==> src/design/prr_pkg.sv <==
// shared types, constants and codes of the priority round-robin scheduler
`default_nettype none
package prr_pkg;

  localparam int MAX_TASKS_DEF = 16;

  localparam int PRI_W   = 4;
  localparam int BURST_W = 16;
  localparam int TURNS_W = 16;
  localparam int KEY_W   = 16;
  localparam int SLOT_OUT_W = 4;
  localparam int TIME_W  = 32;
  localparam int QUANT_W = 16;

  localparam int CFG_ADDR_W = 3;
  localparam int CFG_DATA_W = 32;

  localparam logic [QUANT_W-1:0] QUANTUM_RST = 16'd10;
  localparam logic [QUANT_W-1:0] QUANTUM_MIN = 16'd1;
  localparam logic [TURNS_W-1:0] TURNS_MAX   = '1;
  localparam logic [TIME_W-1:0]  TIME_MAX    = '1;

  localparam logic REG_QUANTUM = 1'b0;

  localparam logic OP_ADD      = 1'b0;
  localparam logic OP_DISPATCH = 1'b1;

  typedef enum logic [1:0] {
    ST_ADDED      = 2'd0,
    ST_FULL       = 2'd1,
    ST_DISPATCHED = 2'd2,
    ST_EMPTY      = 2'd3
  } status_t;

  typedef enum logic [2:0] {
    S_IDLE,
    S_FREE,
    S_SCAN,
    S_DRAIN,
    S_CALC,
    S_WRITE
  } state_t;

  typedef struct packed {
    logic [PRI_W-1:0]   pri;
    logic [BURST_W-1:0] burst;
    logic [TURNS_W-1:0] turns;
    logic [KEY_W-1:0]   key;
  } entry_t;

  typedef struct packed {
    logic clear;
    logic hit;
  } pick_ctl_t;

  typedef struct packed {
    logic   found;
    logic   shared;
    entry_t entry;
  } pick_res_t;

endpackage
`default_nettype wire

==> src/design/prr_table.sv <==
// task table memory with registered read data and per-slot valid flags
`default_nettype none
module prr_table #(
  parameter int MAX_TASKS = prr_pkg::MAX_TASKS_DEF,
  parameter int SLOT_W    = $clog2(MAX_TASKS)
) (
  input  wire logic                clk,
  input  wire logic                rst_n,
  input  wire logic                rd_en,
  input  wire logic [SLOT_W-1:0]   rd_addr,
  output      logic                addr_valid,
  output      logic                hit_r,
  output      logic [SLOT_W-1:0]   rd_slot_r,
  output      prr_pkg::entry_t     rd_data_r,
  input  wire logic                wr_en,
  input  wire logic [SLOT_W-1:0]   wr_addr,
  input  wire prr_pkg::entry_t     wr_data,
  input  wire logic                set_valid,
  input  wire logic                clr_valid
);
  import prr_pkg::*;

  entry_t mem [MAX_TASKS];
  logic [MAX_TASKS-1:0] valid_r;

  assign addr_valid = valid_r[rd_addr];

  always_ff @(posedge clk) begin
    if (wr_en) begin
      mem[wr_addr] <= wr_data;
    end
    if (rd_en) begin
      rd_data_r <= mem[rd_addr];
    end
    rd_slot_r <= rd_addr;
  end

  always_ff @(posedge clk) begin
    if (!rst_n) begin
      valid_r <= '0;
      hit_r   <= 1'b0;
    end else begin
      hit_r <= rd_en && valid_r[rd_addr];
      if (set_valid) begin
        valid_r[wr_addr] <= 1'b1;
      end else if (clr_valid) begin
        valid_r[wr_addr] <= 1'b0;
      end
    end
  end

endmodule
`default_nettype wire

==> src/design/prr_pick.sv <==
// running winner of a table scan: priority, then turns, then key, then slot
`default_nettype none
module prr_pick #(
  parameter int MAX_TASKS = prr_pkg::MAX_TASKS_DEF,
  parameter int SLOT_W    = $clog2(MAX_TASKS)
) (
  input  wire logic                clk,
  input  wire logic                rst_n,
  input  wire prr_pkg::pick_ctl_t  ctl,
  input  wire logic [SLOT_W-1:0]   slot,
  input  wire prr_pkg::entry_t     entry,
  output      prr_pkg::pick_res_t  res_r,
  output      logic [SLOT_W-1:0]   best_slot_r
);
  import prr_pkg::*;

  logic take;
  logic same_pri;
  logic beats;

  assign same_pri = entry.pri == res_r.entry.pri;
  assign beats = (entry.turns < res_r.entry.turns) ||
                 ((entry.turns == res_r.entry.turns) && (entry.key < res_r.entry.key));
  assign take = !res_r.found || (entry.pri > res_r.entry.pri) || (same_pri && beats);

  always_ff @(posedge clk) begin
    if (ctl.hit && take) begin
      res_r.entry <= entry;
      best_slot_r <= slot;
    end
    if (!rst_n) begin
      res_r.found  <= 1'b0;
      res_r.shared <= 1'b0;
    end else if (ctl.clear) begin
      res_r.found  <= 1'b0;
      res_r.shared <= 1'b0;
    end else if (ctl.hit) begin
      res_r.found <= 1'b1;
      if (!res_r.found || entry.pri > res_r.entry.pri) begin
        res_r.shared <= 1'b0;
      end else if (same_pri) begin
        res_r.shared <= 1'b1;
      end
    end
  end

endmodule
`default_nettype wire

==> src/design/priority_round_robin_scheduler.sv <==
// top level: command port, quantum register, scan sequencer and result registers
//
// Add commands search the valid flags from slot 0 upward, one slot per cycle. A dispatch
// reads every slot of the task table once, one read per cycle, then computes the slice
// length and writes the winner back. busy is high from the transfer of a command until
// its result is driven; the result shows for one cycle under out_valid in the same cycle
// that busy falls, and the receiver cannot stall it. The quantum register is at byte
// address 0 and is reset to 10; a quantum of zero acts as one.
`default_nettype none
module priority_round_robin_scheduler #(
  parameter int MAX_TASKS = prr_pkg::MAX_TASKS_DEF
) (
  input  wire logic                              clk,
  input  wire logic                              rst_n,
  input  wire logic                              start,
  output      logic                              busy,
  input  wire logic                              in_opcode,
  input  wire logic [prr_pkg::PRI_W-1:0]         in_task_priority,
  input  wire logic [prr_pkg::BURST_W-1:0]       in_task_burst,
  input  wire logic [prr_pkg::KEY_W-1:0]         in_name_key,
  output      logic                              out_valid,
  output      logic [1:0]                        out_status,
  output      logic [prr_pkg::SLOT_OUT_W-1:0]    out_slot,
  output      logic [prr_pkg::KEY_W-1:0]         out_name_key,
  output      logic [prr_pkg::BURST_W-1:0]       out_run_length,
  output      logic [prr_pkg::BURST_W-1:0]       out_remaining,
  output      logic                              out_finished,
  output      logic [prr_pkg::TIME_W-1:0]        out_time_now,
  input  wire logic                              psel,
  input  wire logic                              penable,
  input  wire logic                              pwrite,
  input  wire logic [prr_pkg::CFG_ADDR_W-1:0]    paddr,
  input  wire logic [prr_pkg::CFG_DATA_W-1:0]    pwdata,
  output      logic [prr_pkg::CFG_DATA_W-1:0]    prdata,
  output      logic                              pready
);
  import prr_pkg::*;

  localparam int SLOT_W = (MAX_TASKS > 1) ? $clog2(MAX_TASKS) : 1;
  localparam logic [SLOT_W-1:0] LAST_SLOT = SLOT_W'(MAX_TASKS - 1);

  state_t state_r, state_nxt;
  logic [SLOT_W-1:0] idx_r, idx_nxt;
  logic              op_r;
  logic [PRI_W-1:0]   pri_r;
  logic [BURST_W-1:0] burst_r;
  logic [KEY_W-1:0]   key_r;
  logic [QUANT_W-1:0] quantum_r;
  logic [TIME_W-1:0]  elapsed_r, elapsed_nxt;
  logic [BURST_W-1:0] run_r, run_nxt;
  logic [BURST_W-1:0] rem_r, rem_nxt;

  logic               out_valid_r, out_valid_nxt;
  status_t            out_status_r, out_status_nxt;
  logic [SLOT_OUT_W-1:0] out_slot_r, out_slot_nxt;
  logic [KEY_W-1:0]   out_key_r, out_key_nxt;
  logic [BURST_W-1:0] out_run_r, out_run_nxt;
  logic [BURST_W-1:0] out_rem_r, out_rem_nxt;
  logic               out_fin_r, out_fin_nxt;
  logic [TIME_W-1:0]  out_time_r, out_time_nxt;

  logic               accept;
  logic               cfg_wr;
  logic [QUANT_W-1:0] q_eff;
  logic [TIME_W-1:0]  time_sum;
  logic               time_ovf;

  logic              tbl_rd_en;
  logic [SLOT_W-1:0] tbl_rd_addr;
  logic              tbl_addr_valid;
  logic              tbl_hit;
  logic [SLOT_W-1:0] tbl_rd_slot;
  entry_t            tbl_rd_data;
  logic              tbl_wr_en;
  logic [SLOT_W-1:0] tbl_wr_addr;
  entry_t            tbl_wr_data;
  logic              tbl_set_valid;
  logic              tbl_clr_valid;

  pick_ctl_t         pick_ctl;
  pick_res_t         pick_res;
  logic [SLOT_W-1:0] best_slot;

  prr_table #(
    .MAX_TASKS (MAX_TASKS),
    .SLOT_W    (SLOT_W)
  ) u_table (
    .clk        (clk),
    .rst_n      (rst_n),
    .rd_en      (tbl_rd_en),
    .rd_addr    (tbl_rd_addr),
    .addr_valid (tbl_addr_valid),
    .hit_r      (tbl_hit),
    .rd_slot_r  (tbl_rd_slot),
    .rd_data_r  (tbl_rd_data),
    .wr_en      (tbl_wr_en),
    .wr_addr    (tbl_wr_addr),
    .wr_data    (tbl_wr_data),
    .set_valid  (tbl_set_valid),
    .clr_valid  (tbl_clr_valid)
  );

  prr_pick #(
    .MAX_TASKS (MAX_TASKS),
    .SLOT_W    (SLOT_W)
  ) u_pick (
    .clk         (clk),
    .rst_n       (rst_n),
    .ctl         (pick_ctl),
    .slot        (tbl_rd_slot),
    .entry       (tbl_rd_data),
    .res_r       (pick_res),
    .best_slot_r (best_slot)
  );

  assign accept = start && !busy;
  assign busy   = state_r != S_IDLE;
  assign pready = 1'b1;
  assign cfg_wr = psel && penable && pwrite;
  assign prdata = (paddr[2] == REG_QUANTUM) ? CFG_DATA_W'(quantum_r) : '0;

  assign q_eff = (quantum_r == '0) ? QUANTUM_MIN : quantum_r;
  assign {time_ovf, time_sum} = {1'b0, elapsed_r} + (TIME_W + 1)'(run_r);

  assign pick_ctl.clear = accept;
  assign pick_ctl.hit   = tbl_hit;

  always_comb begin
    state_nxt      = state_r;
    idx_nxt        = idx_r;
    elapsed_nxt    = elapsed_r;
    run_nxt        = run_r;
    rem_nxt        = rem_r;
    out_valid_nxt  = 1'b0;
    out_status_nxt = out_status_r;
    out_slot_nxt   = out_slot_r;
    out_key_nxt    = out_key_r;
    out_run_nxt    = out_run_r;
    out_rem_nxt    = out_rem_r;
    out_fin_nxt    = out_fin_r;
    out_time_nxt   = out_time_r;
    tbl_rd_en      = 1'b0;
    tbl_rd_addr    = idx_r;
    tbl_wr_en      = 1'b0;
    tbl_wr_addr    = idx_r;
    tbl_wr_data    = '{pri: pri_r, burst: burst_r, turns: '0, key: key_r};
    tbl_set_valid  = 1'b0;
    tbl_clr_valid  = 1'b0;
    unique case (state_r)
      S_IDLE: begin
        if (start) begin
          idx_nxt   = '0;
          state_nxt = (in_opcode == OP_ADD) ? S_FREE : S_SCAN;
        end
      end
      S_FREE: begin
        if (!tbl_addr_valid) begin
          tbl_wr_en      = 1'b1;
          tbl_set_valid  = 1'b1;
          out_valid_nxt  = 1'b1;
          out_status_nxt = ST_ADDED;
          out_slot_nxt   = SLOT_OUT_W'(idx_r);
          out_key_nxt    = '0;
          out_run_nxt    = '0;
          out_rem_nxt    = '0;
          out_fin_nxt    = 1'b0;
          out_time_nxt   = elapsed_r;
          state_nxt      = S_IDLE;
        end else if (idx_r == LAST_SLOT) begin
          out_valid_nxt  = 1'b1;
          out_status_nxt = ST_FULL;
          out_slot_nxt   = '0;
          out_key_nxt    = '0;
          out_run_nxt    = '0;
          out_rem_nxt    = '0;
          out_fin_nxt    = 1'b0;
          out_time_nxt   = elapsed_r;
          state_nxt      = S_IDLE;
        end else begin
          idx_nxt = idx_r + 1'b1;
        end
      end
      S_SCAN: begin
        tbl_rd_en = 1'b1;
        if (idx_r == LAST_SLOT) begin
          state_nxt = S_DRAIN;
        end else begin
          idx_nxt = idx_r + 1'b1;
        end
      end
      S_DRAIN: begin
        state_nxt = S_CALC;
      end
      S_CALC: begin
        if (!pick_res.found) begin
          out_valid_nxt  = 1'b1;
          out_status_nxt = ST_EMPTY;
          out_slot_nxt   = '0;
          out_key_nxt    = '0;
          out_run_nxt    = '0;
          out_rem_nxt    = '0;
          out_fin_nxt    = 1'b0;
          out_time_nxt   = elapsed_r;
          state_nxt      = S_IDLE;
        end else begin
          run_nxt = (pick_res.shared && pick_res.entry.burst > q_eff) ?
                    q_eff : pick_res.entry.burst;
          rem_nxt = pick_res.entry.burst - run_nxt;
          state_nxt = S_WRITE;
        end
      end
      S_WRITE: begin
        tbl_wr_en   = 1'b1;
        tbl_wr_addr = best_slot;
        tbl_wr_data = '{pri:   pick_res.entry.pri,
                        burst: rem_r,
                        turns: (pick_res.entry.turns == TURNS_MAX) ?
                               TURNS_MAX : pick_res.entry.turns + 1'b1,
                        key:   pick_res.entry.key};
        tbl_clr_valid  = rem_r == '0;
        elapsed_nxt    = time_ovf ? TIME_MAX : time_sum;
        out_valid_nxt  = 1'b1;
        out_status_nxt = ST_DISPATCHED;
        out_slot_nxt   = SLOT_OUT_W'(best_slot);
        out_key_nxt    = pick_res.entry.key;
        out_run_nxt    = run_r;
        out_rem_nxt    = rem_r;
        out_fin_nxt    = rem_r == '0;
        out_time_nxt   = elapsed_nxt;
        state_nxt      = S_IDLE;
      end
      default: begin
        state_nxt = S_IDLE;
      end
    endcase
  end

  always_ff @(posedge clk) begin
    if (!rst_n) begin
      state_r     <= S_IDLE;
      idx_r       <= '0;
      quantum_r   <= QUANTUM_RST;
      elapsed_r   <= '0;
      out_valid_r <= 1'b0;
    end else begin
      state_r     <= state_nxt;
      idx_r       <= idx_nxt;
      elapsed_r   <= elapsed_nxt;
      out_valid_r <= out_valid_nxt;
      if (cfg_wr && paddr[2] == REG_QUANTUM) begin
        quantum_r <= pwdata[QUANT_W-1:0];
      end
    end
  end

  always_ff @(posedge clk) begin
    if (accept) begin
      op_r    <= in_opcode;
      pri_r   <= in_task_priority;
      burst_r <= in_task_burst;
      key_r   <= in_name_key;
    end
    run_r        <= run_nxt;
    rem_r        <= rem_nxt;
    out_status_r <= out_status_nxt;
    out_slot_r   <= out_slot_nxt;
    out_key_r    <= out_key_nxt;
    out_run_r    <= out_run_nxt;
    out_rem_r    <= out_rem_nxt;
    out_fin_r    <= out_fin_nxt;
    out_time_r   <= out_time_nxt;
  end

  assign out_valid      = out_valid_r && (op_r == OP_ADD || op_r == OP_DISPATCH);
  assign out_status     = out_status_r;
  assign out_slot       = out_slot_r;
  assign out_name_key   = out_key_r;
  assign out_run_length = out_run_r;
  assign out_remaining  = out_rem_r;
  assign out_finished   = out_fin_r;
  assign out_time_now   = out_time_r;

endmodule
`default_nettype wire

==> config.mk <==
export PLATFORM = sky130hd
export DESIGN_NAME = priority_round_robin_scheduler
export DESIGN_NICKNAME = d
export VERILOG_FILES = /design/src/design/prr_pkg.sv /design/src/design/prr_table.sv /design/src/design/prr_pick.sv /design/src/design/priority_round_robin_scheduler.sv
export SDC_FILE = /design/constraint.sdc
export NUM_CORES = 1
export LEC_CHECK = 0
export BUFFER_PORTS_ARGS = -buffer_cell sky130_fd_sc_hd__buf_4
export CORE_MARGIN = 10
export CORE_UTILIZATION = 55
export CTS_BUF_LIST = sky130_fd_sc_hd__clkbuf_16
export CTS_CLUSTER_SIZE = 16
export DETAILED_ROUTE_END_ITERATION = 10
export PLACE_DENSITY = 0.79
export SYNTH_ARGS = -nofsm -noshare
export SYNTH_HDL_FRONTEND = slang
export SYNTH_SLANG_ARGS = --single-unit
==> constraint.sdc <==
create_clock -name clk -period 15.64 [get_ports clk]
set_input_delay 3.128 -clock clk [delete_from_list [all_inputs] [get_ports clk]]
set_output_delay 3.128 -clock clk [all_outputs]
set_load 0.02 [all_outputs]
==> results.json, run 1 <==
{
  "post-route-min-period_ns": 6.73,
  "r2r_slack_ns": 10.53,
  "synth_top_area_cell": "edfxtp_1",
  "cts.sinks": 1174,
  "worstSetupPathType": "input port to output port",
  "die_area_mm2": 0.0983,
  "nNetsFinal": 2940,
  "cts-buffers-inserted": 111,
  "dr.pass1.iters": 6,
  "nFillCells": 5549,
  "clock_latency_ns": 0.70,
  "r2r_cells": 16,
  "synth_flop_cell": "edfxtp_1",
  "cp.required_ns": 12.51,
  "crit_arrival_ns": 3.61,
  "cts_tree": "built",
  "grt_pass1_vias": 26000,
  "post-route-period-util": 0.431,
  "synth.avg_cell_area_um2": 18.4,
  "path_clk_slew_ns": 0.06,
  "vias": 25600,
  "synth_commonest_cells": "edfxtp_1, mux4_2, nand2_1",
  "core_mm2": 0.0853,
  "grt_max_degree": 146,
  "worst_slack_ns": 8.91,
  "hold_viol": 0,
  "cp_max_fo": 18,
  "outcome": "completed",
  "drt-total-wl_um": 112000,
  "max_freq_mhz": 149,
  "place_area_mm2": 0.0500,
  "synthCells": 2579,
  "vias_per_cell": 6.37,
  "antenna_found_initial": 1,
  "hpwl_um": 59800,
  "finClkSkew_ns": 0.0496,
  "cts_resized": 0,
  "pin_count": 200,
  "fin_hold_ws_ns": 0.408,
  "hp-start": "u_table.rd_slot_r[1]$_DFF_P_",
  "syn_to_final_growth_pct": 13.0,
  "final_cell_area_mm2": 0.0535,
  "cts_root_buf": "clkbuf_16",
  "drt.antenna.violating_nets": 0,
  "slew_headroom": 0.157,
  "slew_viol_final": 0,
  "yosysMostFrequentCell": "edfxtp_1",
  "diodes": 0,
  "port_buffers": 164,
  "synth_edf_count": 1095,
  "worst_pin_slew_ns": 1.26,
  "seq_area_frac_synth": 0.727,
  "dieWidth_um": 314,
  "p_per_area_mw_per_mm2": 119,
  "drt_iter0_drc": 3197,
  "async_flop_share": 0,
  "leakage_nw": 17.5,
  "wl_per_cell_um": 27.9,
  "synth_area_leaders": "edfxtp_1, mux4_2, dfxtp_1",
  "post_cts_buffers": 0,
  "hold_buffers": 0,
  "grtUsageTotal": 0.225,
  "die_y_um": 314,
  "hold_depth": 0,
  "endpoint_kind": "output port",
  "setup_tns_ns": 0,
  "grt_pass1_wl_um": 167000,
  "rsz0062_at_grt": "false",
  "gp_congestion": 0.898,
  "route.detailed.drc": 0,
  "layout-drive-gt1-share": 0.239,
  "initial_core_util": 0.556,
  "synthesis.area_mm2": 0.0474,
  "synth_top_area_share": 0.694,
  "place_ws_ns": 8.90,
  "synth.distinct_cells": 80,
  "yosysWarnings": 0,
  "num_rows": 107,
  "finalSetupViolations": 0,
  "h-tree-depth": 3,
  "start_kind": "input port",
  "min_path_type": "register to register",
  "peakVddDrop_uv": 103,
  "cap_violations": 0,
  "grt_overflow": 0,
  "crit-reg2reg-launch": "quantum_r[5]$_SDFFE_PN0P_",
  "clock_path_buffers": 3,
  "synth-seq-cells": 1174,
  "hold_end": "u_pick.best_slot_r[1]$_DFFE_PP_",
  "reg2reg_to": "rem_r[13]$_DFFE_PP_"
}
## area by class of cell
| class | instances | area (um2) | share of cell area |
|---|---|---|---|
| Timing Repair Buffer | 204 | 1560 | 0.0291 |
| Clock buffer | 111 | 2780 | 0.0519 |
| Clock inverter | 90 | 736 | 0.0137 |
| Multi-Input combinational cell | 1210 | 12300 | 0.229 |
| Inverter | 82 | 308 | 0.00575 |
| Tap cell | 1144 | 1430 | 0.0267 |
| Sequential cell | 1174 | 34500 | 0.644 |
## through the flow
stage | instances | util | total power, W
after floorplan | 2594 | - | 0.00376
after global placement | 3814 | 0.587 | 0.00385
after detailed placement | 3814 | 0.587 | 0.00386
after CTS | 4015 | 0.628 | 0.00643
after global routing | 4015 | 0.628 | 0.00656
final | 4015 | 0.628 | 0.00639
## logic make-up after synthesis
family | count (synthesis) | share of synthesized area
fa+ha+maj | 81 | 0.0216
flops | 1174 | 0.727
compound gates | 299 | 0.0457
mux | 281 | 0.130
buf+inv | 210 | 0.0182
other cells | 2 | 0.000158
simple gates | 497 | 0.0510
xor+xnor | 35 | 0.00647
## per-layer routing
metal,global-route usage,vias to the layer above,wire [um]
met5,0,-,12
met4,0.0743,2,3120
met3,0.0377,230,9920
met2,0.385,1591,57300
met1,0.292,13100,41500
li1,-,10700,-
## state kept, by name (all words and copies together) (netlist names), 2 cells and up, named ones only
register,cells
u_table.rd_data_r,52
out_time_now,32
run_r,16
u_table.mem,832
elapsed_r,32
pri_r,4
state_r,3
out_status,2
idx_r,4
u_pick.best_slot_r,4
rem_r,16
out_name_key,16
key_r,16
u_table.rd_slot_r,4
out_run_length,16
burst_r,16
u_pick.res_r,54
out_remaining,16
out_slot,4
quantum_r,16
## placed cells by master, fill, tap and decap left out, types with 52 or more instances in the layout
cell type  Yosys  routed
edfxtp_1    1095    1095
mux4_2       265     265
buf_4         17     202
nand2_1      150     149
clkbuf_16      0     111
inv_1         82     109
nor2_1       110     108
ha_1          77      77
dfxtp_1       79      74
a21oi_1       54      54
o21ai_0       54      52
## report_power, final
group	switching, W	leakage, nW	internal (W)
logic	0.000171	5.43	0.000119
registers	0.0000272	10.3	0.00348
clock network	0.00114	1.80	0.00145
## worst max path at each step
stage / startpoint / endpoint / slack (ns) / depth (start not counted)
final: paddr[2] / prdata[10] / 8.91 / 3
after floorplan: idx_r[0]$_SDFFE_PN0P_ / out_valid$_SDFF_PN0_ / 4.73 / 7
after global routing: paddr[2] / prdata[10] / 8.87 / 3
after detailed placement: paddr[2] / prdata[10] / 8.90 / 3
after CTS: paddr[2] / prdata[10] / 8.89 / 3
after global placement: paddr[2] / prdata[0] / 8.94 / 3
## worst max-delay path: stages
cell	delay, ns
buf_4	0.18
nor2_1	0.13
buf_4	0.16
Power figures use the tool's default switching activity.
==> inputs of run 2 (changes only) <==
Settings changed: PLACE_DENSITY 0.79 to 0.82.
Clock period 15.64 ns to 5.59 ns, I/O delays scaled along.
==> run 2 against run 1 <==
Effect of this change:
- total power rose to 2.8 times the previous value
- cell count up 0.45%
- non-clock buffer count increased by 19
- critical path depth grew 14
- clock skew shrank 0.0038 ns
- setup slack worse by 8.1 ns
- die area unchanged
- largest cell class unchanged
- clock power grew to 2.9 times the previous value
- worst hold slack worse by 0.00066 ns
==> results.json, run 2 (synthesis results as in run 1) <==
{
  "dpl.cell_count": 3833,
  "dr.pass1.iters": 6,
  "endpoint": "rem_r[11]$_DFFE_PP_",
  "finalCoreUtilization": 0.634,
  "clock_latency_ns": 0.71,
  "crit_cells": 17,
  "path_clk_slew_ns": 0.07,
  "dieWidth_um": 314,
  "post-route-min-period_ns": 4.78,
  "clock_path_buffers": 3,
  "final_common_cell": "edfxtp_1",
  "core_mm2": 0.0853,
  "vias": 26200,
  "wl_met3_um": 11800,
  "cts_root_buf": "clkbuf_16",
  "grt_max_degree": 177,
  "rsz0062_at_grt": "false",
  "peakVddDrop_uv": 296,
  "slew_headroom": 0.115,
  "worst_pin_slew_ns": 1.32,
  "cp_max_fo": 9,
  "finalSetupViolations": 0,
  "top_layer": "met5",
  "drt-total-wl_um": 117000,
  "drt_iter0_drc": 3607,
  "start_kind": "register",
  "num_rows": 107,
  "reg.largest.list": "u_table.mem x832, u_pick.res_r x54, u_table.rd_data_r x52",
  "crit-reg2reg-launch": "quantum_r[5]$_SDFFE_PN0P_",
  "cap_violations": 0,
  "antenna_found_initial": 2,
  "crit_arrival_ns": 5.19,
  "cts-buffers-inserted": 109,
  "slowest_delay_ns": 0.55,
  "grtUsageTotal": 0.237,
  "die_area_mm2": 0.0983,
  "gp_congestion": 0.863,
  "diodes": 0,
  "path_cells": "inv_1, ha_1, nand2_1, or4_4, a21oi_4, o31ai_4, nand2_1, a21boi_0, ha_1, a21oi_1, o21ai_0, and2_1, a221oi_4, o22ai_2, a21oi_4, o21a_1, o311ai_0",
  "vias_per_cell": 6.49,
  "leakage_nw": 17.8,
  "layout-drive-gt1-share": 0.245,
  "die_y_um": 314,
  "slowest_stage": "dfxtp_1",
  "post-route-period-util": 0.855,
  "drt.antenna.violating_nets": 0,
  "cts.sinks": 1174,
  "initial_core_util": 0.556,
  "r2r_cells": 17,
  "largest_register_ffs": 832,
  "fin_hold_ws_ns": 0.407,
  "post_cts_buffers": 0,
  "grt_overflow": 0,
  "nNetsFinal": 2957,
  "reg2reg_to": "rem_r[11]$_DFFE_PP_",
  "cts_tree": "built",
  "p_per_area_mw_per_mm2": 336,
  "outcome": "completed",
  "wl_met2_um": 58500,
  "cts_resized": 0,
  "worstSetupPathType": "register to register",
  "syn_to_final_growth_pct": 14.1,
  "pin_count": 200,
  "grt_pass1_wl_um": 175000,
  "wl_per_cell_um": 29.1,
  "endpoint_kind": "register",
  "crit_path_start": "quantum_r[5]$_SDFFE_PN0P_",
  "port_buffers": 164,
  "route.detailed.drc": 0,
  "cpLargestDelayFamily": "compound AO/OA/AOI/OAI gates",
  "finClkSkew_ns": 0.0459,
  "final_cell_mix": "edfxtp_1, mux4_2, buf_4, nand2_1, clkbuf_16",
  "min_path_type": "register to register",
  "regMostFlops": "u_table.mem",
  "h-tree-depth": 3,
  "path_buf_inv": 1,
  "cp.required_ns": 6.00,
  "slew_viol_final": 0,
  "final_cells": 4033,
  "hold_viol": 0,
  "r2r_slack_ns": 0.81,
  "max_freq_mhz": 209,
  "hpwl_um": 62400,
  "grt_pass1_vias": 26700,
  "hold_buffers": 0,
  "wirelength_met1_um": 42600
}
==> run 2: cell count changes in the layout (fill, tap and decap cells not counted), moves of 3 or more <==
cell	before	now
buf_12	2	18
nor3_2	16	1
nor3_4	0	15
inv_1	109	98
clkinv_1	25	30
bufinv_16	10	14
buf_4	202	205
clkinv_2	13	16
==> run 2: worst register-to-register path, stage by stage (launching register included) <==
cell      delay, ns
dfxtp_1        0.55
inv_1          0.20
ha_1           0.34
nand2_1        0.06
or4_4          0.55
a21oi_4        0.23
o31ai_4        0.11
nand2_1        0.09
a21boi_0       0.37
ha_1           0.34
a21oi_1        0.15
o21ai_0        0.17
and2_1         0.25
a221oi_4       0.37
o22ai_2        0.17
a21oi_4        0.28
o21a_1         0.16
o311ai_0       0.12
==> run 2: metal layers <==
metal  up-vias  global-route usage
li1      10700                   -
met1     13400               0.308
met2      1814               0.393
met3       300              0.0474
met4         2              0.0957
met5         -                   0
==> run 2: area by class of cell <==
cell class | count | area (um2)
multi-input combinational | 1210 | 12400
fill | 5353 | 31200
tap | 1144 | 1430
clock inverter | 91 | 878
clock buffer | 109 | 2730
sequential | 1174 | 34500
timing repair buffer | 223 | 1900
inverter | 82 | 308
==> run 2: metrics by stage <==
| stage | TNS (ns) | instance area, um2 | setup WS (ns) | total power, W |
|---|---|---|---|---|
| global placement | 0 | 50500 | 0.959 | 0.0108 |
| CTS | 0 | 54100 | 0.821 | 0.0182 |
| floorplan | -447.34 | 47500 | -5.14 | 0.0105 |
| global route | 0 | 54100 | 0.524 | 0.0186 |
| detailed placement | 0 | 50500 | 0.882 | 0.0108 |
| finish | 0 | 54100 | 0.813 | 0.0181 |
==> run 2: power breakdown <==
part / switching (W) / internal (W)
registers: 0.0000750 / 0.00974
clock network: 0.00328 / 0.00421
logic: 0.000499 / 0.000336
==> run 2: how the worst min path moves through the flow <==
stage	startpoint	to	slack, ns	cells past startpoint
6_report	u_table.rd_slot_r[0]$_DFF_P_	u_pick.best_slot_r[0]$_DFFE_PP_	0.41	0
5_1_grt	u_table.rd_slot_r[0]$_DFF_P_	u_pick.best_slot_r[0]$_DFFE_PP_	0.41	0
4_1_cts	u_table.rd_slot_r[0]$_DFF_P_	u_pick.best_slot_r[0]$_DFFE_PP_	0.40	0
3_5_place_dp	u_table.rd_slot_r[0]$_DFF_P_	u_pick.best_slot_r[0]$_DFFE_PP_	0.39	0
3_3_place_gp	u_table.rd_slot_r[2]$_DFF_P_	u_pick.best_slot_r[2]$_DFFE_PP_	0.39	0
2_1_floorplan	idx_r[3]$_SDFFE_PN0P_	u_table.rd_slot_r[3]$_DFF_P_	0.33	0
